File: src/hdl/tptm_pkg.sv
// ----------------------------------------------------------------------------
// tptm_pkg - shared types and constants of the thermal PID migrator
// Widths of the temperature, error, integral and drive paths, the
// configuration register map and the structs passed between the units.
// ----------------------------------------------------------------------------
package tptm_pkg;

	// Core and thread counts
	localparam int CORE_COUNT   = 4;
	localparam int THREAD_COUNT = 4;
	localparam int CORE_W       = (CORE_COUNT > 1) ? $clog2(CORE_COUNT) : 1;
	localparam int THREAD_W     = (THREAD_COUNT > 1) ? $clog2(THREAD_COUNT) : 1;

	// Datapath widths
	localparam int TEMP_W    = 19;
	localparam int TARGET_W  = 18;
	localparam int GAIN_W    = 20;
	localparam int ERR_W     = 20;
	localparam int DER_W     = ERR_W + 1;
	localparam int SUM_W     = 40;
	localparam int SUMX_W    = SUM_W + 1;
	localparam int HALF_W    = SUM_W / 2;
	localparam int PROD_P_W  = GAIN_W + 1 + ERR_W;
	localparam int PROD_D_W  = GAIN_W + 1 + DER_W;
	localparam int PROD_IL_W = GAIN_W + HALF_W;
	localparam int PROD_IH_W = GAIN_W + 1 + HALF_W;
	localparam int ACC_W     = 62;
	localparam int FRAC_BITS = 16;
	localparam int DRIVE_W   = 32;

	// Configuration port
	localparam int CFG_IDX_W  = 2;
	localparam int CFG_DATA_W = 20;

	localparam logic [CFG_IDX_W-1:0] REG_TARGET_TEMP = 2'd0;
	localparam logic [CFG_IDX_W-1:0] REG_GAIN_P      = 2'd1;
	localparam logic [CFG_IDX_W-1:0] REG_GAIN_I      = 2'd2;
	localparam logic [CFG_IDX_W-1:0] REG_GAIN_D      = 2'd3;

	localparam logic [TARGET_W-1:0] TARGET_RESET = 18'd80000;
	localparam logic [GAIN_W-1:0]   GAIN_P_RESET = 20'd65536;
	localparam logic [GAIN_W-1:0]   GAIN_I_RESET = 20'd6554;
	localparam logic [GAIN_W-1:0]   GAIN_D_RESET = 20'd655;

	// Register file contents
	typedef struct packed {
		logic [TARGET_W-1:0] setpoint;
		logic [GAIN_W-1:0]   gain_p;
		logic [GAIN_W-1:0]   gain_i;
		logic [GAIN_W-1:0]   gain_d;
	} tptm_cfg_t;

	// Stage load enables driven by the pipeline control
	typedef struct packed {
		logic en_s1;
		logic en_s2;
		logic en_s3;
		logic en_s4;
	} tptm_adv_t;

	// Outcome of the hottest/coolest search and thread remap
	typedef struct packed {
		logic [CORE_W-1:0]   hottest;
		logic [CORE_W-1:0]   coolest;
		logic                moved;
		logic [THREAD_W-1:0] moved_thread;
		logic [CORE_W-1:0]   moved_to_core;
	} tptm_route_t;

endpackage

File: src/hdl/tptm_lane.sv
// ----------------------------------------------------------------------------
// tptm_lane - PID lane for one core
// Updates the saturating integral and previous error when a round is taken,
// then forms the drive over three more stages: split products, sum, shift
// and saturate.
// ----------------------------------------------------------------------------
module tptm_lane (
	input  logic                                  clk,
	input  logic                                  arst_n,
	input  tptm_pkg::tptm_adv_t                   adv,
	input  tptm_pkg::tptm_cfg_t                   cfg,
	input  logic signed [tptm_pkg::TEMP_W-1:0]    temp,
	output logic signed [tptm_pkg::DRIVE_W-1:0]   drive
);
	import tptm_pkg::*;

	logic signed [SUM_W-1:0]     error_sum_q;
	logic signed [ERR_W-1:0]     last_error_q;

	logic signed [ERR_W-1:0]     err_c;
	logic signed [SUMX_W-1:0]    sum_wide_c;
	logic signed [SUM_W-1:0]     sum_c;
	logic signed [DER_W-1:0]     der_c;

	logic signed [ERR_W-1:0]     err_s1;
	logic signed [DER_W-1:0]     der_s1;
	logic signed [SUM_W-1:0]     sum_s1;

	logic signed [PROD_P_W-1:0]  prod_p_s2;
	logic signed [PROD_D_W-1:0]  prod_d_s2;
	logic        [PROD_IL_W-1:0] prod_il_s2;
	logic signed [PROD_IH_W-1:0] prod_ih_s2;

	logic signed [ACC_W-1:0]     p_ext_c;
	logic signed [ACC_W-1:0]     d_ext_c;
	logic        [ACC_W-1:0]     il_ext_c;
	logic signed [ACC_W-1:0]     ih_ext_c;
	logic signed [ACC_W-1:0]     acc_s3;

	logic signed [ACC_W-1:0]     shifted_c;
	logic [ACC_W-DRIVE_W:0]      upper_c;
	logic signed [DRIVE_W-1:0]   drive_c;
	logic signed [DRIVE_W-1:0]   drive_s4;

	// Error, saturating integral and derivative of the incoming round
	always_comb begin
		err_c      = $signed({{(ERR_W-TARGET_W){1'b0}}, cfg.setpoint}) - ERR_W'(temp);
		sum_wide_c = SUMX_W'(error_sum_q) + SUMX_W'(err_c);
		if (sum_wide_c[SUMX_W-1] != sum_wide_c[SUM_W-1]) begin
			sum_c = sum_wide_c[SUMX_W-1] ? {1'b1, {(SUM_W-1){1'b0}}}
			                             : {1'b0, {(SUM_W-1){1'b1}}};
		end else begin
			sum_c = sum_wide_c[SUM_W-1:0];
		end
		der_c = DER_W'(err_c) - DER_W'(last_error_q);
	end

	// Hold the per-core controller state, advance it on each taken round
	always_ff @(posedge clk or negedge arst_n) begin
		if (!arst_n) begin
			error_sum_q  <= '0;
			last_error_q <= '0;
		end else if (adv.en_s1) begin
			error_sum_q  <= sum_c;
			last_error_q <= err_c;
		end
	end

	// Stage 1: terms of the round
	always_ff @(posedge clk) begin
		if (adv.en_s1) begin
			err_s1 <= err_c;
			der_s1 <= der_c;
			sum_s1 <= sum_c;
		end
	end

	// Stage 2: gain products, integral split into two halves
	always_ff @(posedge clk) begin
		if (adv.en_s2) begin
			prod_p_s2  <= $signed({1'b0, cfg.gain_p}) * err_s1;
			prod_d_s2  <= $signed({1'b0, cfg.gain_d}) * der_s1;
			prod_il_s2 <= cfg.gain_i * sum_s1[HALF_W-1:0];
			prod_ih_s2 <= $signed({1'b0, cfg.gain_i}) * $signed(sum_s1[SUM_W-1:HALF_W]);
		end
	end

	// Stage 3: exact sum of the products
	always_comb begin
		p_ext_c  = ACC_W'(prod_p_s2);
		d_ext_c  = ACC_W'(prod_d_s2);
		il_ext_c = ACC_W'(prod_il_s2);
		ih_ext_c = ACC_W'(prod_ih_s2) <<< HALF_W;
	end

	always_ff @(posedge clk) begin
		if (adv.en_s3) begin
			acc_s3 <= $signed(p_ext_c + d_ext_c + il_ext_c + ih_ext_c);
		end
	end

	// Stage 4: floor shift and saturate to the drive width
	always_comb begin
		shifted_c = acc_s3 >>> FRAC_BITS;
		upper_c   = shifted_c[ACC_W-1:DRIVE_W-1];
		if ((&upper_c) || !(|upper_c)) begin
			drive_c = shifted_c[DRIVE_W-1:0];
		end else begin
			drive_c = shifted_c[ACC_W-1] ? {1'b1, {(DRIVE_W-1){1'b0}}}
			                             : {1'b0, {(DRIVE_W-1){1'b1}}};
		end
	end

	always_ff @(posedge clk) begin
		if (adv.en_s4) begin
			drive_s4 <= drive_c;
		end
	end

	assign drive = drive_s4;

endmodule

File: config.mk
export PLATFORM = sky130hd
export DESIGN_NAME = tptm_lane
export DESIGN_NICKNAME = d
export VERILOG_FILES = /design/src/hdl/tptm_pkg.sv /design/src/hdl/tptm_lane.sv
export SDC_FILE = /design/constraint.sdc
export NUM_CORES = 2
export LEC_CHECK = 0
export BUFFER_PORTS_ARGS = -buffer_cell sky130_fd_sc_hd__buf_2
export CORE_UTILIZATION = 64
export DETAILED_ROUTE_END_ITERATION = 6
export PLACE_DENSITY = 0.8
export SYNTH_ARGS = -nofsm -noshare
export SYNTH_HDL_FRONTEND = slang
export SYNTH_SLANG_ARGS = --single-unit
File: constraint.sdc
create_clock -name clk -period 9.8 [get_ports clk]
set_input_delay 0 -clock clk [delete_from_list [all_inputs] [get_ports clk]]
set_output_delay 0 -clock clk [all_outputs]
set_load 0.01 [all_outputs]
Word level (Yosys, flattened, before mapping)

Index checks and enable logic that the tools add are counted.

Flip-flop bits (word level): 399
Input bits: 103
Logic and storage cells: 30

Add/subtract/negate cells: 6
$mul: 4
Equal/unequal tests: 1
Muxes and demuxes: 4
Reductions and logical operators: 4

Operator list:

| cell               | number |
|---|---|
| $mul A21 B20 Y41   | 2 |
| $mux W40           | 2 |
| $mux W32           | 2 |
| $add A44 B61 Y62   | 1 |
| $add A43 B41 Y44   | 1 |
| $add A41 B42 Y43   | 1 |
| $mul A21 B21 Y42   | 1 |
| $add A40 B20 Y41   | 1 |
| $mul A20 B20 Y40   | 1 |
| $sub A20 B20 Y21   | 1 |
| $sub A19 B19 Y20   | 1 |
| $reduce_and A15 Y1 | 1 |
| $reduce_or A15 Y1  | 1 |
| $logic_not A1 Y1   | 1 |
| $logic_or A1 B1 Y1 | 1 |
| $ne A1 B1 Y1       | 1 |

Depth between registers and ports, before layout

Depth in word-level cells: 4
Gate-level depth with buffers: 29

Worst setup path after synthesis

OpenSTA, ideal clock, no wires.

Path kind: flip-flop to flip-flop
Start point: reg sum_s1[2]
End point: reg prod_il_s2[39], data pin
Library setup time: 268 ps
Arrival time: 6,553 ps
Data required time: 9,532 ps
Slack: 2,979 ps
Cell stages (with the launch flop): 26
Clock period less this slack: 6,821 ps
Cell sequence: edfxtp_1 > clkbuf_1 > and2_1 > fa_1 > fa_1 > inv_1 > fa_1 > inv_1 > fa_1 > inv_1 > fa_1 > inv_1 > fa_1 > inv_1 > fa_1 > inv_1 > ha_1 > nand3_1 > a2111oi_0 > nand4_1 > a31oi_1 > nand3_1 > a21oi_1 > o21ai_1 > o41ai_1 > xnor2_1

Cells in the longest elaborated chain, start to end: 1

RTL lines:

| item                   | RTL line        | text |
|---|---|---|
| from (decl)            | tptm_lane.sv:27 | `logic signed [SUM_W-1:0] sum_s1;` |
| from (signal assigned) | tptm_lane.sv:74 | `sum_s1 <= sum_c;` |
| $mul A20 B20 Y40       | tptm_lane.sv:83 | `prod_il_s2 <= cfg.gain_i * sum_s1[HALF_W-1:0];` |
| to (signal assigned)   | tptm_lane.sv:83 |  |
| to (decl)              | tptm_lane.sv:31 | `logic [PROD_IL_W-1:0] prod_il_s2;` |

Every way passes these cells.
A chain may end at the register's enable or synchronous reset.

Worst setup path after layout

Start point: reg sum_s1[5]
End point: reg prod_il_s2[26], data pin

The elaborated chain is that of the path after synthesis.

==> impl_metrics.py <==
metrics = {
    "timing": {
        "rsz0062_at_grt": "false",
        "setup_viol": 0,
        "slew_headroom": 0.197,
        "worstMarginPinSlew_ps": 1200,
        "finalCritPeriodShare": 0.793,
        "fmax_mhz": 129,
        "fin_tns_setup_ps": 0,
        "slew_violations": 0,
        "holdWs_ps": 17.9,
        "fin_crit_ps": 7770,
        "setup_ws_ps": 2030,
        "skew_ps": 28.9,
        "hold_viol": 0,
    },
    "finish": {
        "layout.nets": 10100,
        "drive_above_1_share": 0.0423,
        "final_common_cell": "inv_1",
        "final_cell_mix": "inv_1 (1604), fa_1 (1385), nand2_1 (874), ha_1 (847), and2_1 (832)",
        "area_growth_pct": 4.48,
        "utilization": 0.679,
    },
    "logic_synthesis": {
        "synth.net_count": 10200,
        "synth_edf_count": 323,
        "synth_top_area_share": 0.365,
        "syn_inst": 7903,
        "synthArstFlopShare": 0.157,
        "ys.flop_type": "edfxtp_1",
        "synth_seq_cells": 383,
        "yosysWarnings": 0,
        "synth_area_per_cell_um2": 9.60,
        "synthTopCellsByArea": "fa_1 (37%), ha_1 (14%), edfxtp_1 (13%)",
        "synth.distinct_cells": 88,
        "yosysSeqAreaShare": 0.148,
        "synth.largest_area_cell": "fa_1",
        "netlist_area_um2": 75900,
    },
    "drt": {
        "remaining_drc_errors": 0,
        "vias": 54000,
        "wl_mm": 187,
        "routedWlPerCell_um": 20.1,
        "ant_nets": 0,
        "via_per_inst": 5.79,
        "firstDrtPassIters": 6,
        "drt_iter0_markers": 3951,
    },
    "cts": {
        "cts_buffer_depth": 3,
        "cts.htree.levels": 2,
        "post_cts_buffers": 0,
        "cts_buffers": 49,
        "cts_tree": "built",
        "cts.sinks": 383,
        "ctsHoldBuffers": 7,
        "insertion_delay_ps": 660,
        "root_buffer": "clkbuf_16",
        "path_clk_slew_ps": 60,
        "cts_resized": 0,
    },
    "floorplan": {
        "pin_count": 135,
        "core_um2": 117000,
        "fp.dieArea_um2": 120000,
        "die_y_um": 346,
        "die_w_um": 346,
        "placementRows": 125,
        "start_util": 0.649,
    },
    "global_routing": {
        "antenna_found_initial": 5,
        "track_usage": 0.324,
        "grt_pass1_wl_mm": 307,
        "grt_start_max_net_pins": 70,
        "grt_pass1_vias": 58100,
        "grt-ovfl-total": 0,
    },
    "critical_path": {
        "end_kind": "flop",
        "path_class": "reg2reg",
        "cp.arrival_ps": 8150,
        "crit_fanout": 20,
        "crit_path_start_kind": "flop",
        "crit_required_ps": 10170,
    },
    "hold_path": {
        "hp-class": "in2reg",
    },
    "place": {
        "port_buffers": 134,
        "dp_worst_setup_slack_ps": 2200,
        "gp_congestion": 0.929,
        "place_hpwl_mm": 149,
    },
    "flow_run": {
        "max_cap_violations": 0,
    },
    "outcome": {
        "status": "completed",
    },
}
[final cells by class]
class,instances,area [um2]
Antenna cell,1,2.50
Clock buffer,62,1370
Timing Repair Buffer,182,1060
Multi-Input combinational cell,5548,57300
Inverter,1604,6020
Sequential cell,383,11200
Tap cell,1524,1910
Clock inverter,30,384
Fill cell,8849,37600
[worst paths after layout]
kind / start / end / slack (ps) / cells past startpoint
max: sum_s1[5] / prod_il_s2[26] / 2030 / 24
min: adv[0] / drive[29] / 20 / 1
max reg2reg: sum_s1[5] / prod_il_s2[26] / 2030 / 24
min reg2reg: last_error_q[19] / last_error_q[19] / 510 / 1
max in group asynchronous: arst_n / error_sum_q[37] / 9130 / 3
min in group asynchronous: arst_n / last_error_q[18] / 60 / 3
[synth_stat cells, types with 30 or more instances]
cell type and number:
inv_1 1604, fa_1 1385, nand2_1 874, ha_1 847
and2_1 833, clkbuf_1 358, edfxtp_1 323, a21oi_1 254
nor2_1 197, xnor2_1 177, a21o_1 163, o21ai_0 124
xor2_1 79, nand2b_1 64, dfrtp_1 60, nand3_1 51
nor2b_1 47, o21bai_1 41, nor3_1 32, o21ai_1 31
nand4_1 30, o21a_1 30
[critical path: stages, from the launching register on]
cell and delay (ps):
edfxtp_1 760, and2_1 350, fa_1 450, fa_1 490, inv_1 50, fa_1 480
inv_1 60, fa_1 450, ha_1 320, fa_1 510, inv_1 80, fa_1 480
inv_1 50, ha_1 350, and4_1 240, a21oi_1 130, o21ai_1 80, a31oi_1 360
a2bb2oi_1 330, o211ai_1 160, and3_1 220, o41ai_1 560, a2bb2oi_1 240, nor2b_1 200
xnor2_1 100
[stage by stage]
stage          area [um2]  std cells
2_1_floorplan       75900       7903
3_3_place_gp        77400       9234
3_5_place_dp        77400       9234
4_1_cts             79300       9333
5_1_grt             79300       9333
6_report            79300       9334
[per-layer routing]
metal | vias up | share of wire | wire, um | GRT usage
met3 | 469 | 0.080 | 14900 | 0.0525
met2 | 2194 | 0.47 | 88700 | 0.529
li1 | 24100 | - | - | -
met5 | - | 0.00026 | 49 | 0
met1 | 27300 | 0.39 | 73100 | 0.421
met4 | 8 | 0.057 | 10700 | 0.162
[state kept, by name (all words and copies together) (netlist names)]
name          flops
prod_ih_s2       41
der_s1           21
drive            32
acc_s3           46
last_error_q     20
prod_d_s2        42
prod_p_s2        41
err_s1           20
sum_s1           40
error_sum_q      40
prod_il_s2       40
[cell families after synthesis]
kind of cell,after synthesis,synth area share
adders and majority gates,2236,0.506
and+or+nand+nor,2208,0.146
buffers and inverters,1972,0.0978
AOI/OAI and AO/OA,821,0.0692
DFF,383,0.148
xor gates and xnor gates,256,0.0296
muxes,27,0.00399
Power is not shown: default switching activity piles up to over one toggle a cycle in this logic, so the estimate is an artifact.
