==> config.mk <==
export PLATFORM = sky130hd
export DESIGN_NAME = tptm_merge
export DESIGN_NICKNAME = d
export VERILOG_FILES = /design/src/hdl/tptm_pkg.sv /design/src/hdl/tptm_merge.sv
export SDC_FILE = /design/constraint.sdc
export NUM_CORES = 1
export LEC_CHECK = 0
export BUFFER_PORTS_ARGS = -buffer_cell sky130_fd_sc_hd__buf_2
export CAP_MARGIN = 20
export CORE_MARGIN = 2
export CORE_UTILIZATION = 55
export CTS_CLUSTER_DIAMETER = 50
export CTS_CLUSTER_SIZE = 25
export DETAILED_ROUTE_END_ITERATION = 16
export PLACE_DENSITY = 0.82
export SETUP_SLACK_MARGIN = 0.2
export SLEW_MARGIN = 10
export SYNTH_ARGS = -nofsm -noshare
export SYNTH_HDL_FRONTEND = slang
export SYNTH_SLANG_ARGS = --single-unit
==> constraint.sdc <==
create_clock -name clk -period 1.8 [get_ports clk]
set_input_delay 0.36 -clock clk [delete_from_list [all_inputs] [get_ports clk]]
set_output_delay 0.36 -clock clk [all_outputs]
set_load 0.02 [all_outputs]
==> src/hdl/tptm_pkg.sv <==
// ----------------------------------------------------------------------------
// tptm_pkg - shared types and constants of the thermal PID migrator
// Widths of the temperature, error, integral and drive paths, the
// configuration register map and the structs passed between the units.
// ----------------------------------------------------------------------------
package tptm_pkg;

	// Core and thread counts
	localparam int CORE_COUNT   = 4;
	localparam int THREAD_COUNT = 4;
	localparam int CORE_W       = (CORE_COUNT > 1) ? $clog2(CORE_COUNT) : 1;
	localparam int THREAD_W     = (THREAD_COUNT > 1) ? $clog2(THREAD_COUNT) : 1;

	// Datapath widths
	localparam int TEMP_W    = 19;
	localparam int TARGET_W  = 18;
	localparam int GAIN_W    = 20;
	localparam int ERR_W     = 20;
	localparam int DER_W     = ERR_W + 1;
	localparam int SUM_W     = 40;
	localparam int SUMX_W    = SUM_W + 1;
	localparam int HALF_W    = SUM_W / 2;
	localparam int PROD_P_W  = GAIN_W + 1 + ERR_W;
	localparam int PROD_D_W  = GAIN_W + 1 + DER_W;
	localparam int PROD_IL_W = GAIN_W + HALF_W;
	localparam int PROD_IH_W = GAIN_W + 1 + HALF_W;
	localparam int ACC_W     = 62;
	localparam int FRAC_BITS = 16;
	localparam int DRIVE_W   = 32;

	// Configuration port
	localparam int CFG_IDX_W  = 2;
	localparam int CFG_DATA_W = 20;

	localparam logic [CFG_IDX_W-1:0] REG_TARGET_TEMP = 2'd0;
	localparam logic [CFG_IDX_W-1:0] REG_GAIN_P      = 2'd1;
	localparam logic [CFG_IDX_W-1:0] REG_GAIN_I      = 2'd2;
	localparam logic [CFG_IDX_W-1:0] REG_GAIN_D      = 2'd3;

	localparam logic [TARGET_W-1:0] TARGET_RESET = 18'd80000;
	localparam logic [GAIN_W-1:0]   GAIN_P_RESET = 20'd65536;
	localparam logic [GAIN_W-1:0]   GAIN_I_RESET = 20'd6554;
	localparam logic [GAIN_W-1:0]   GAIN_D_RESET = 20'd655;

	// Register file contents
	typedef struct packed {
		logic [TARGET_W-1:0] setpoint;
		logic [GAIN_W-1:0]   gain_p;
		logic [GAIN_W-1:0]   gain_i;
		logic [GAIN_W-1:0]   gain_d;
	} tptm_cfg_t;

	// Stage load enables driven by the pipeline control
	typedef struct packed {
		logic en_s1;
		logic en_s2;
		logic en_s3;
		logic en_s4;
	} tptm_adv_t;

	// Outcome of the hottest/coolest search and thread remap
	typedef struct packed {
		logic [CORE_W-1:0]   hottest;
		logic [CORE_W-1:0]   coolest;
		logic                moved;
		logic [THREAD_W-1:0] moved_thread;
		logic [CORE_W-1:0]   moved_to_core;
	} tptm_route_t;

endpackage

==> src/hdl/tptm_merge.sv <==
// ----------------------------------------------------------------------------
// tptm_merge - hottest/coolest search and thread remap
// Picks the first hottest and first coolest core of a round, then moves the
// lowest-numbered thread on the hottest core to the coolest one.
// ----------------------------------------------------------------------------
module tptm_merge (
	input  logic                                                  clk,
	input  logic                                                  arst_n,
	input  tptm_pkg::tptm_adv_t                                   adv,
	input  logic [tptm_pkg::CORE_COUNT-1:0][tptm_pkg::TEMP_W-1:0] temp,
	output tptm_pkg::tptm_route_t                                 route
);
	import tptm_pkg::*;

	logic [CORE_W-1:0]   thread_core_q [THREAD_COUNT];

	logic [CORE_W-1:0]   hot_c;
	logic [CORE_W-1:0]   cool_c;
	logic [CORE_W-1:0]   hot_s1;
	logic [CORE_W-1:0]   cool_s1;

	logic                found_c;
	logic [THREAD_W-1:0] sel_c;

	tptm_route_t         route_c;
	tptm_route_t         route_s2;
	tptm_route_t         route_s3;
	tptm_route_t         route_s4;

	// Find the first maximum and first minimum temperature
	always_comb begin
		hot_c  = '0;
		cool_c = '0;
		for (int c = 1; c < CORE_COUNT; c++) begin
			if ($signed(temp[c]) > $signed(temp[hot_c])) begin
				hot_c = CORE_W'(c);
			end
			if ($signed(temp[c]) < $signed(temp[cool_c])) begin
				cool_c = CORE_W'(c);
			end
		end
	end

	always_ff @(posedge clk) begin
		if (adv.en_s1) begin
			hot_s1  <= hot_c;
			cool_s1 <= cool_c;
		end
	end

	// Lowest-numbered thread on the hottest core
	always_comb begin
		found_c = 1'b0;
		sel_c   = '0;
		for (int t = 0; t < THREAD_COUNT; t++) begin
			if (!found_c && (thread_core_q[t] == hot_s1)) begin
				found_c = 1'b1;
				sel_c   = THREAD_W'(t);
			end
		end
		route_c.hottest       = hot_s1;
		route_c.coolest       = cool_s1;
		route_c.moved         = found_c;
		route_c.moved_thread  = found_c ? sel_c : '0;
		route_c.moved_to_core = found_c ? cool_s1 : '0;
	end

	// Hold the thread map, remap as each round leaves stage 1
	always_ff @(posedge clk or negedge arst_n) begin
		if (!arst_n) begin
			for (int t = 0; t < THREAD_COUNT; t++) begin
				thread_core_q[t] <= CORE_W'(t % CORE_COUNT);
			end
		end else if (adv.en_s2 && found_c) begin
			thread_core_q[sel_c] <= cool_s1;
		end
	end

	// Carry the outcome alongside the lane pipelines
	always_ff @(posedge clk) begin
		if (adv.en_s2) begin
			route_s2 <= route_c;
		end
		if (adv.en_s3) begin
			route_s3 <= route_s2;
		end
		if (adv.en_s4) begin
			route_s4 <= route_s3;
		end
	end

	assign route = route_s4;

	a_moved_core: assert property (@(posedge clk) disable iff (!arst_n)
		adv.en_s2 && found_c |=> route_s2.moved && route_s2.moved_to_core == route_s2.coolest)
		else $error("remapped thread not sent to the coolest core");

	a_idle_zero: assert property (@(posedge clk) disable iff (!arst_n)
		adv.en_s2 && !found_c |=> route_s2.moved_thread == '0 && route_s2.moved_to_core == '0)
		else $error("thread and core fields not cleared when nothing moved");

	a_remap: assert property (@(posedge clk) disable iff (!arst_n)
		adv.en_s2 && found_c |=> thread_core_q[$past(sel_c)] == $past(cool_s1))
		else $error("thread map not updated on remap");

endmodule

==> results of run 1 <==
## cells by family after synthesis
family                   Yosys count  share of synthesized area
buffers and inverters             67                     0.0589
XOR/XNOR                           9                     0.0170
AND/OR/NAND/NOR                  131                      0.139
flip-flops                        39                      0.245
multiplexers                      43                      0.114
adder cells (fa/ha/maj)           93                      0.251
AO/OA/AOI/OAI                    134                      0.175
## cell usage after synthesis (3+ instances only)
| master | count | area, um^2 |
|---|---|---|
| a31oi_1 | 3 | 18.8 |
| ha_1 | 93 | 1160 |
| mux2i_1 | 18 | 180 |
| mux2_4 | 18 | 270 |
| a21oi_1 | 44 | 220 |
| nor2_1 | 28 | 105 |
| xnor2_1 | 5 | 43.8 |
| dfstp_2 | 4 | 105 |
| nor4_1 | 3 | 18.8 |
| nand4_1 | 11 | 68.8 |
| inv_1 | 53 | 199 |
| dfrtp_1 | 4 | 100 |
| edfxtp_1 | 31 | 931 |
| mux2_2 | 6 | 67.6 |
| clkbuf_1 | 7 | 26.3 |
| o21ai_0 | 32 | 160 |
| o21ai_1 | 9 | 45.0 |
| o21a_1 | 4 | 30.0 |
| nand3_1 | 16 | 80.1 |
| a211oi_1 | 6 | 45.0 |
| or3_1 | 5 | 31.3 |
| buf_2 | 5 | 25.0 |
| nand2_1 | 37 | 139 |
| o211ai_1 | 3 | 22.5 |
| a21o_1 | 12 | 90.1 |
| xor2_1 | 4 | 35.0 |
| nor2b_1 | 8 | 50.1 |
| nor3_1 | 10 | 50.1 |
## per-stage QoR
stage                      util  setup slack [ns]  hold slack, ns  setup TNS [ns]  instances
after floorplan               -             -3.52          0.0644          -13.75        516
after global placement    0.814             -4.45           0.202          -16.62        863
after detailed placement  0.814             -4.78           0.209          -17.77        863
==> metrics.md, run 1 <==
| Metric | Value |
|---|---|
| Synthesized area per cell | `8.97 um^2` |
| Main synth FF type | `edfxtp_1` |
| Post-synthesis sequential area ratio | `0.245` |
| CTS H-Tree Depth | `2` |
| Syn Nets | `691` |
| Sink Count | `39` |
| Error msg | `[ERROR DPL-0033] detailed placement checks failed during check placement.` |
| Resize count post-CTS | `175` |
| FP Rows | `33` |
| Asr flop ratio synth | `0.205` |
| Distinct cells, synth | `56` |
| Post-CTS Setup Inserts | `48` |
| Global placement routability congestion | `1.10` |
| Die X | `95.8 um` |
| Synth Instances | `516` |
| Stopped at | `clock tree synthesis` |
| Maximum clock insertion buffer count | `2` |
| Status | `stopped before the end` |
| Number of synthesized register bits | `39` |
| Synth Cell Area | `4630 um^2` |
| PortBufs | `90` |
| Yosys Warn Count | `0` |
| Placed Area | `6660 um^2` |
| Initial Utilization | `0.566` |
| HPWL after detailed placement | `14300 um` |
| CTS Root Cell | `clkbuf_8` |
| Inserted Clock Buffers | `5` |
| Hold Buf Count CTS | `1` |
| Die Y | `95.8 um` |
| EDFF count, synth | `31` |
| IO Pins | `91` |
==> run 2, diff against run 1 <==
CORE_UTILIZATION = 40   (was 55)
CTS_CLUSTER_DIAMETER = not set   (was 50)
CTS_CLUSTER_SIZE = not set   (was 25)
PLACE_DENSITY = not set   (was 0.82)
PLACE_DENSITY_LB_ADDON = 0.15   (was not set)
SETUP_SLACK_MARGIN = not set   (was 0.2)
==> run 2 against run 1 <==
Compared with the run above:
- the flow now finishes, with violations (negative setup slack)
- synthesized cell count stayed put
- synthesized area stayed put
==> metrics.md, run 2 <==
| Metric | Value |
|---|---|
| Slowest CP cell | `a2111oi_4` |
| Leak | `3.80 nW` |
| Critical path capture point type | `flop` |
| Post-synthesis compound-gate area fraction | `0.175 (unchanged)` |
| Inserted Clock Buffers | `5 (unchanged)` |
| DRC viols | `0` |
| Vias in the first global route | `5320` |
| Initial Utilization | `0.407 (-0.159)` |
| HPWL after detailed placement | `12400 um (-14%)` |
| Core area | `11400 um^2` |
| CTS Root Cell | `clkbuf_16` |
| Synth Instances | `516 (unchanged)` |
| Die Y | `112 um (+17%)` |
| Vias | `5090` |
| FP Rows | `39 (+18%)` |
| Antenna violations before repair | `0` |
| Relative slew slack | `0.691` |
| Layout cells sized above 1 | `0.574` |
| Antenna cells | `0` |
| IO Pins | `91 (unchanged)` |
| Setup CP Type | `input port to flop` |
| Global placement routability congestion | `0.949 (-13%)` |
| Die ar. | `12500 um^2` |
| Die X | `112 um (+17%)` |
| Synth Area in Adders | `0.251 (unchanged)` |
| CP arrival | `5.55 ns` |
| Post-Place Setup Slack | `-4.43 ns (+0.345 ns)` |
| Failing checks | `negative setup slack` |
| CP top delay family | `compound AO/OA/AOI/OAI gates` |
| Type of origin of the critical path | `input port` |
| Main synth FF type | `edfxtp_1` |
| Worst Hold Class | `input port to flop` |
| Worst EP required | `1.83 ns` |
| Number of synthesized register bits | `39 (unchanged)` |
| Critical Path Max Stage Delay | `0.33 ns` |
| Fraction of synthesized area in multiplexers | `0.114 (unchanged)` |
| Routed wire length | `16000 um` |
| Synth Area in Simple Gates | `0.139 (unchanged)` |
| P per Cell Area | `870 nW/um^2` |
| Unrepaired setup endpoints after global routing | `yes` |
| Nets@finish | `984` |
| Initial DRC Count | `308` |
| Tot Pwr | `7.00 mW` |
| Largest net degree at the start of global routing | `17` |
| Commonest non-fill, non-tap cells in the layout | `192 x buf_4, 77 x buf_2, 68 x ha_1, 37 x inv_1, 34 x nand2_1` |
| Setup-failing EPs final | `4` |
| Synth top area cells | `ha_1 25%, edfxtp_1 20%, mux2_4 5.8%, a21oi_1 4.8%, inv_1 4.3%` |
| Maximum clock insertion buffer count | `2 (unchanged)` |
| Synth Cell Area | `4630 um^2 (unchanged)` |
| Maxcap violations | `0` |
| Vias per cell | `5.34` |
| Asr flop ratio synth | `0.205 (unchanged)` |
| Slew @ Worst Pin | `0.459 ns` |
| Critical Path Fanout Max | `10` |
| Synth Area in XOR/XNOR | `0.0170 (unchanged)` |
| CTS H-Tree Depth | `2 (unchanged)` |
| PortBufs | `90 (unchanged)` |
| Sink Count | `39 (unchanged)` |
| Commonest non-fill, non-tap cell in the layout | `buf_4` |
| Yosys Warn Count | `0 (unchanged)` |
| Hold Fails Final Rpt | `0` |
| Yosys top cell by area | `ha_1` |
| First-pass GRT wire length | `25100 um` |
| Grt ovf | `0` |
| Synth top area share | `0.251 (unchanged)` |
| Most frequent cells after synthesis | `93 x ha_1, 53 x inv_1, 44 x a21oi_1, 37 x nand2_1, 32 x o21ai_0` |
| Post-synthesis sequential area ratio | `0.245 (unchanged)` |
| Total Routing Usage GR | `0.249` |
| Status | `complete, but fails checks` |
| Fmax | `181 MHz` |
| Tmin final | `5.51 ns` |
| WP buf/inv | `7` |
| Most common cell in the netlist | `ha_1` |
| Synthesized area per cell | `8.97 um^2 (unchanged)` |
| Distinct cells, synth | `56 (unchanged)` |
| EDFF count, synth | `31 (unchanged)` |
| Max IR drop VDD | `0.00120 V` |
| Drt wl/cell | `16.8 um` |
| Initial DRT Pass Iterations | `5` |
| PnR worst setup slack | `-3.71 ns` |
| Hold Slack | `0.345 ns` |
| Clock Skew | `0.00507 ns` |
| Post-DRT Antenna Nets | `0` |
| Main combinational cell family by area after synthesis | `adder cells` |
| CTS tree | `built` |
| Syn Nets | `691 (unchanged)` |
| Clk_lat worst skew | `0.28 ns` |
| CTS clk-pin slew, worst paths | `0.06 ns` |
| Fin crit share | `3.06` |
| Area growth syn-to-layout | `73.8%` |
| Final Slew Violations | `0` |
-- run 2: cell counts after synthesis --
No cell type changed its count.
-- run 2: per-layer routing --
metal / share of wire / wire, um / track usage
met1: 0.41 / 6540 / 0.288
met3: 0.035 / 560 / 0.0158
met4: 0.036 / 574 / 0.0905
met2: 0.52 / 8350 / 0.478
met5: 0 / 0 / 0
-- run 2: logic make-up (layout without fill, tap and decap cells) --
| kind of cell | count (synthesis) | count (layout) |
|---|---|---|
| buf+inv | 67 | 361 |
| compound gates | 134 | 134 |
| xor+xnor | 9 | 9 |
| simple gates | 131 | 131 |
| mux | 43 | 43 |
| fa+ha+maj | 93 | 93 |
| flops | 39 | 39 |
-- run 2: worst paths after layout --
path	start	endpoint	slack (ns)	depth (start not counted)
max	temp[10]	cool_s1[1]	-3.71	31
max reg2reg	thread_core_q[4]	route_s2[0]	0.13	6
min	adv[3]	hot_s1[1]	0.35	1
min reg2reg	route_s3[6]	route[6]	0.41	0
max in group asynchronous	arst_n	thread_core_q[3]	1.12	2
min in group asynchronous	arst_n	thread_core_q[5]	0.45	2
-- run 2: layout make-up --
class / count / area (um^2)
flip-flops and latches: 39 / 1140
fillers: 823 / 3320
clock inverters: 3 / 67.6
multi-input cells: 410 / 4020
clock buffers: 5 / 125
inverters: 53 / 234
well taps: 143 / 179
repair buffers: 300 / 2290
-- run 2: per-stage QoR --
stage	TNS (ns)	cell area [um^2]	instances	util
2_1_floorplan	-13.75	4900	516	-
3_3_place_gp	-16.83	6770	908	0.595
3_5_place_dp	-17.30	6770	908	0.595
4_1_cts	-14.10	7880	949	0.693
5_1_grt	-15.29	8050	953	0.708
6_report	-14.53	8050	953	0.708
-- run 2: repair_timing --
| item | 4_1_cts | 5_1_grt |
|---|---|---|
| endpoints found under the setup margin | 4 | 8 |
| hold buffers | 1 | 0 |
| pin swaps | 63 | 27 |
| resized for setup | 136 | 35 |
| gates cloned | 2 | 0 |
| setup buffers | 30 | 4 |
| endpoints found under the hold margin | 4 | 0 |
-- run 2: report_power, final --
group | leakage, nW | switching, mW | internal (mW) | total, mW
sequential | 0.394 | 0.159 | 1.35 | 1.51
clock | 0.0900 | 0.345 | 0.793 | 1.14
combinational | 3.31 | 2.02 | 2.33 | 4.35
(Power assumes the default switching activity.)
==> run 3, diff against run 2 <==
SETUP_SLACK_MARGIN = 0.3   (was not set)
==> run 3 against run 2 <==
Compared with the run above:
- the flow still finishes with violations (negative setup slack)
- combinational power up 20%
- largest power group unchanged
- die area unchanged
- critical endpoint is now cool_s1[0]
- count of clock-buffer cells in the layout up 2
==> metrics.md, run 3 (synthesized netlist as in run 2, its figures left out) <==
| Metric | Value |
|---|---|
| Critical Path Fanout Max | `5 (-5)` |
| HPWL after detailed placement | `12300 um (-1.1%)` |
| Vias in the first global route | `5594 (+5.2%)` |
| Core area | `11400 um^2 (unchanged)` |
| DRC viols | `0 (unchanged)` |
| Vias | `5467 (+7.4%)` |
| HP Start | `adv[3]` |
| CTS tree | `built` |
| Fmax | `177 MHz (-2.2%)` |
| PnR worst setup slack | `-3.84 ns (-0.125 ns)` |
| Max IR drop VDD | `0.00136 V (+13%)` |
| Vias per cell | `5.47 (+2.5%)` |
| Clk pwr share | `0.123 (-0.040)` |
| Maxcap violations | `0 (unchanged)` |
| Tmin final | `5.64 ns (+0.125 ns)` |
| Slowest CP cell | `or3_4` |
| Setup crit end | `cool_s1[0]` |
| Setup-failing EPs final | `4 (unchanged)` |
| CTS H-Tree Depth | `2 (unchanged)` |
| Failing checks | `negative setup slack` |
| Layout cells sized above 1 | `0.619 (+0.0451)` |
| Reg2reg end | `thread_core_q[1]` |
| Relative slew slack | `0.730 (+0.0391)` |
| R2r setup slk | `0.09 ns (-0.04 ns)` |
| Reg2reg start | `hot_s1[1]` |
| Antenna cells | `0 (unchanged)` |
| Slew @ Worst Pin | `0.394 ns (-0.0649 ns)` |
| Critical path capture point type | `flop` |
| Die X | `112 um (unchanged)` |
| Switching Fraction | `0.376 (+0.0149)` |
| Sink Count | `39 (unchanged)` |
| CP arrival | `5.77 ns (+0.22 ns)` |
| Inserted Clock Buffers | `5 (unchanged)` |
| Maximum clock insertion buffer count | `2 (unchanged)` |
| Type of origin of the critical path | `input port` |
| Post-Place Setup Slack | `-4.47 ns (-0.0420 ns)` |
| Final Slew Violations | `0 (unchanged)` |
| Commonest non-fill, non-tap cells in the layout | `230 x buf_4, 77 x buf_2, 63 x ha_1, 36 x inv_1, 31 x edfxtp_1` |
| Clk_lat worst skew | `0.28 ns (about the same)` |
| IO Pins | `91 (unchanged)` |
| Sw power | `2.91 mW (+15%)` |
| Largest net degree at the start of global routing | `18 (+1)` |
| Antenna violations before repair | `0 (unchanged)` |
| Setup CP Type | `input port to flop` |
| Area growth syn-to-layout | `86.6%` |
| Total Routing Usage GR | `0.262 (+0.0135)` |
| Comb power frac | `0.675 (+0.053)` |
| Initial DRC Count | `361 (+17%)` |
| Fin crit share | `3.13 (+0.0692)` |
| P per Cell Area | `896 nW/um^2 (+3.1%)` |
| CTS Root Cell | `clkbuf_16` |
| Nets@finish | `1030 (+4.7%)` |
| FF-to-FF path depth | `5 (-1)` |
| Status | `complete, but fails checks` |
| Unrepaired setup endpoints after global routing | `yes` |
| Initial Utilization | `0.407 (unchanged)` |
| Worst EP required | `1.93 ns (+0.10 ns)` |
| Post-DRT Antenna Nets | `0 (unchanged)` |
| Commonest non-fill, non-tap cell in the layout | `buf_4` |
| Global placement routability congestion | `0.911 (-4.0%)` |
| Drt wl/cell | `18.4 um (+9.3%)` |
| Die Y | `112 um (unchanged)` |
| First-pass GRT wire length | `26400 um (+5.2%)` |
| Grt ovf | `0 (unchanged)` |
| Clock Skew | `0.00542 ns (+0.000352 ns)` |
| Hold Fails Final Rpt | `0 (unchanged)` |
| Placed Cells incl. Taps | `907 (-0.11%)` |
| Critical Path Start | `temp[10]` |
| PortBufs | `90 (unchanged)` |
| Routed wire length | `18400 um (+15%)` |
| Critical Path Max Stage Delay | `0.40 ns (+0.07 ns)` |
| Flop pwr share | `0.202 (-0.014)` |
| Die ar. | `12500 um^2 (unchanged)` |
| Worst Hold Class | `input port to flop` |
| Int Pwr | `4.84 mW (+8.0%)` |
| Non-filler cells, final | `999 (+4.8%)` |
| TNS Setup | `-15.28 ns (-0.747 ns)` |
| CTS clk-pin slew, worst paths | `0.06 ns (about the same)` |
| FP Rows | `39 (unchanged)` |
| Leak | `4.09 nW (+7.6%)` |
| Initial DRT Pass Iterations | `4 (-1)` |
[run 3: changes by cell type in the layout (fill, tap and decap cells not counted), moves of 5 or more]
cell / delta
buf_4: +38
ha_1: -5
mux2_2: -6
mux2_4: +7
nand2_2: +5
o21ai_1: -5
ha_4: +6
a21oi_1: +8
a21oi_2: -12
buf_6: +5
[run 3: final cells by class]
| class | instances | area [um^2] |
|---|---|---|
| Sequential cell | 39 | 1140 |
| Clock inverter | 1 | 5.00 |
| Fill cell | 713 | 2730 |
| Tap cell | 143 | 179 |
| Multi-Input combinational cell | 413 | 4300 |
| Timing Repair Buffer | 343 | 2630 |
| Inverter | 53 | 229 |
| Clock buffer | 7 | 164 |
[run 3: worst max-delay path: cells and delay by family]
family	cells	cell delay, ns
buf+inv	9	0.99
compound gates	11	1.73
mux	1	0.30
simple gates	7	1.54
fa+ha+maj	3	0.82
[run 3: worst min path at each step]
stage | cells past startpoint | endpoint
floorplan | 0 | thread_core_q[2]
global placement | 1 | thread_core_q[6]
detailed placement | 1 | thread_core_q[6]
CTS | 1 | cool_s1[0]
global route | 1 | hot_s1[0]
finish | 1 | cool_s1[0]
[run 3: metal layers]
metal | GRT usage | share of wire | vias up
met5 | 0 | 0 | -
met4 | 0.134 | 0.056 | 0
met3 | 0.0201 | 0.037 | 78
met2 | 0.498 | 0.52 | 199
met1 | 0.291 | 0.39 | 2596
li1 | - | - | 2594
[run 3: timing repair]
item / 4_1_cts / 5_1_grt
cloned: 5 / 1
resized for setup: 144 / 63
pin swaps: 50 / 41
hold endpoints to repair: 4 / 0
buffers inserted: 51 / 26
endpoints found under the setup margin: 14 / 15
hold buffers: 1 / 0
[run 3: power by group through the flow]
stage / combinational [mW] / sequential [mW] / clock [mW]
detailed placement: 3.50 / 1.54 / 0
floorplan: 2.16 / 1.50 / 0
finish: 5.23 / 1.56 / 0.953
CTS: 4.24 / 1.54 / 0.977
global route: 5.57 / 1.59 / 1.01
global placement: 3.41 / 1.51 / 0
[run 3: per-stage QoR]
stage	instance area, um^2	util	hold WS [ns]	total power, mW
3_3_place_gp	6770	0.596	0.204	4.92
5_1_grt	8640	0.760	0.347	8.17
4_1_cts	8060	0.709	0.339	6.77
3_5_place_dp	6770	0.596	0.207	5.04
6_report	8640	0.760	0.344	7.74
2_1_floorplan	4910	-	0.0644	3.66
==> run 4, diff against run 3 <==
CELL_PAD_IN_SITES_DETAIL_PLACEMENT = 1   (was not set)
CELL_PAD_IN_SITES_GLOBAL_PLACEMENT = 1   (was not set)
==> run 4 against run 3 <==
Compared with the run above:
- synthesized area stayed put
- the run now fails in global routing
- synthesized cell count did not move
==> metrics.md, run 4 <==
| Metric | Value |
|---|---|
| Status | `stopped before the end` |
| Stopped at | `global routing` |
| Error msg | `[ERROR GRT-0232] Routing congestion too high. Check the congestion heatmap in the GUI.` |
| EDFF count, synth | `31 (unchanged)` |
| Largest net degree at the start of global routing | `19` |
| CTS H-Tree Depth | `2 (unchanged)` |
| Most common cell in the netlist | `ha_1` |
| Die X | `112 um (unchanged)` |
| Asr flop ratio synth | `0.205 (unchanged)` |
| PortBufs | `90 (unchanged)` |
| Die Y | `112 um (unchanged)` |
| Main synth FF type | `edfxtp_1` |
| Yosys Warn Count | `0 (unchanged)` |
| Global placement routability congestion | `0.975 (+7.1%)` |
| Inserted Clock Buffers | `5 (unchanged)` |
| Worst_ep kind | `register data pin` |
| Post-synthesis sequential area ratio | `0.245 (unchanged)` |
| Maximum clock insertion buffer count | `2 (unchanged)` |
| FP Rows | `39 (unchanged)` |
| Total Routing Usage GR | `0.717` |
| Synth top area cells | `ha_1 25%, edfxtp_1 20%, mux2_4 5.8%, a21oi_1 4.8%, inv_1 4.3%` |
| CTS Root Cell | `clkbuf_16` |
| Distinct cells, synth | `56 (unchanged)` |
| Synth Cell Area | `4630 um^2 (unchanged)` |
| Yosys top cell by area | `ha_1` |
| HPWL after detailed placement | `15200 um (+24%)` |
| Post-Place Setup Slack | `-4.85 ns (-0.382 ns)` |
| Synthesized area per cell | `8.97 um^2 (unchanged)` |
| Syn Nets | `691 (unchanged)` |
| Synth top area share | `0.251 (unchanged)` |
| Initial Utilization | `0.407 (unchanged)` |
| Most frequent cells after synthesis | `93 x ha_1, 53 x inv_1, 44 x a21oi_1, 37 x nand2_1, 32 x o21ai_0` |
| IO Pins | `91 (unchanged)` |
| Synth Instances | `516 (unchanged)` |
| Number of synthesized register bits | `39 (unchanged)` |
| Grt ovf | `178` |
| Sink Count | `39 (unchanged)` |
| Crit. endpoint post-GRT repair | `cool_s1[1]$_SDFFCE_PP1P_/D` |
-- run 4: logic make-up after synthesis --
family | Yosys count | synth area share
AOI/OAI and AO/OA | 134 | 0.175
and+or+nand+nor | 131 | 0.139
adders and majority gates | 93 | 0.251
buffers and inverters | 67 | 0.0589
muxes | 43 | 0.114
DFF | 39 | 0.245
xor gates and xnor gates | 9 | 0.0170
-- run 4: repair_timing --
| item | in CTS |
|---|---|
| gates cloned | 4 |
| gates resized for setup | 142 |
| endpoints found under the setup margin | 14 |
| hold endpoints to repair | 4 |
| hold buffers | 1 |
| pin swaps | 64 |
| setup buffers | 31 |
-- run 4: metal layers --
metal  GRT usage  overflow
met4       0.802        54
met2       0.958       119
met5      0.0510         0
met1       0.694         2
met3       0.468         3
-- run 4: metrics by stage --
step | hold slack, ns | TNS, ns | util | cell area, um^2 | instances
after floorplan | 0.0644 | -13.75 | - | 4910 | 516
after global placement | 0.207 | -17.29 | 0.596 | 6780 | 909
after detailed placement | 0.214 | -18.22 | 0.596 | 6780 | 909
after CTS | 0.368 | -15.07 | 0.699 | 7950 | 953
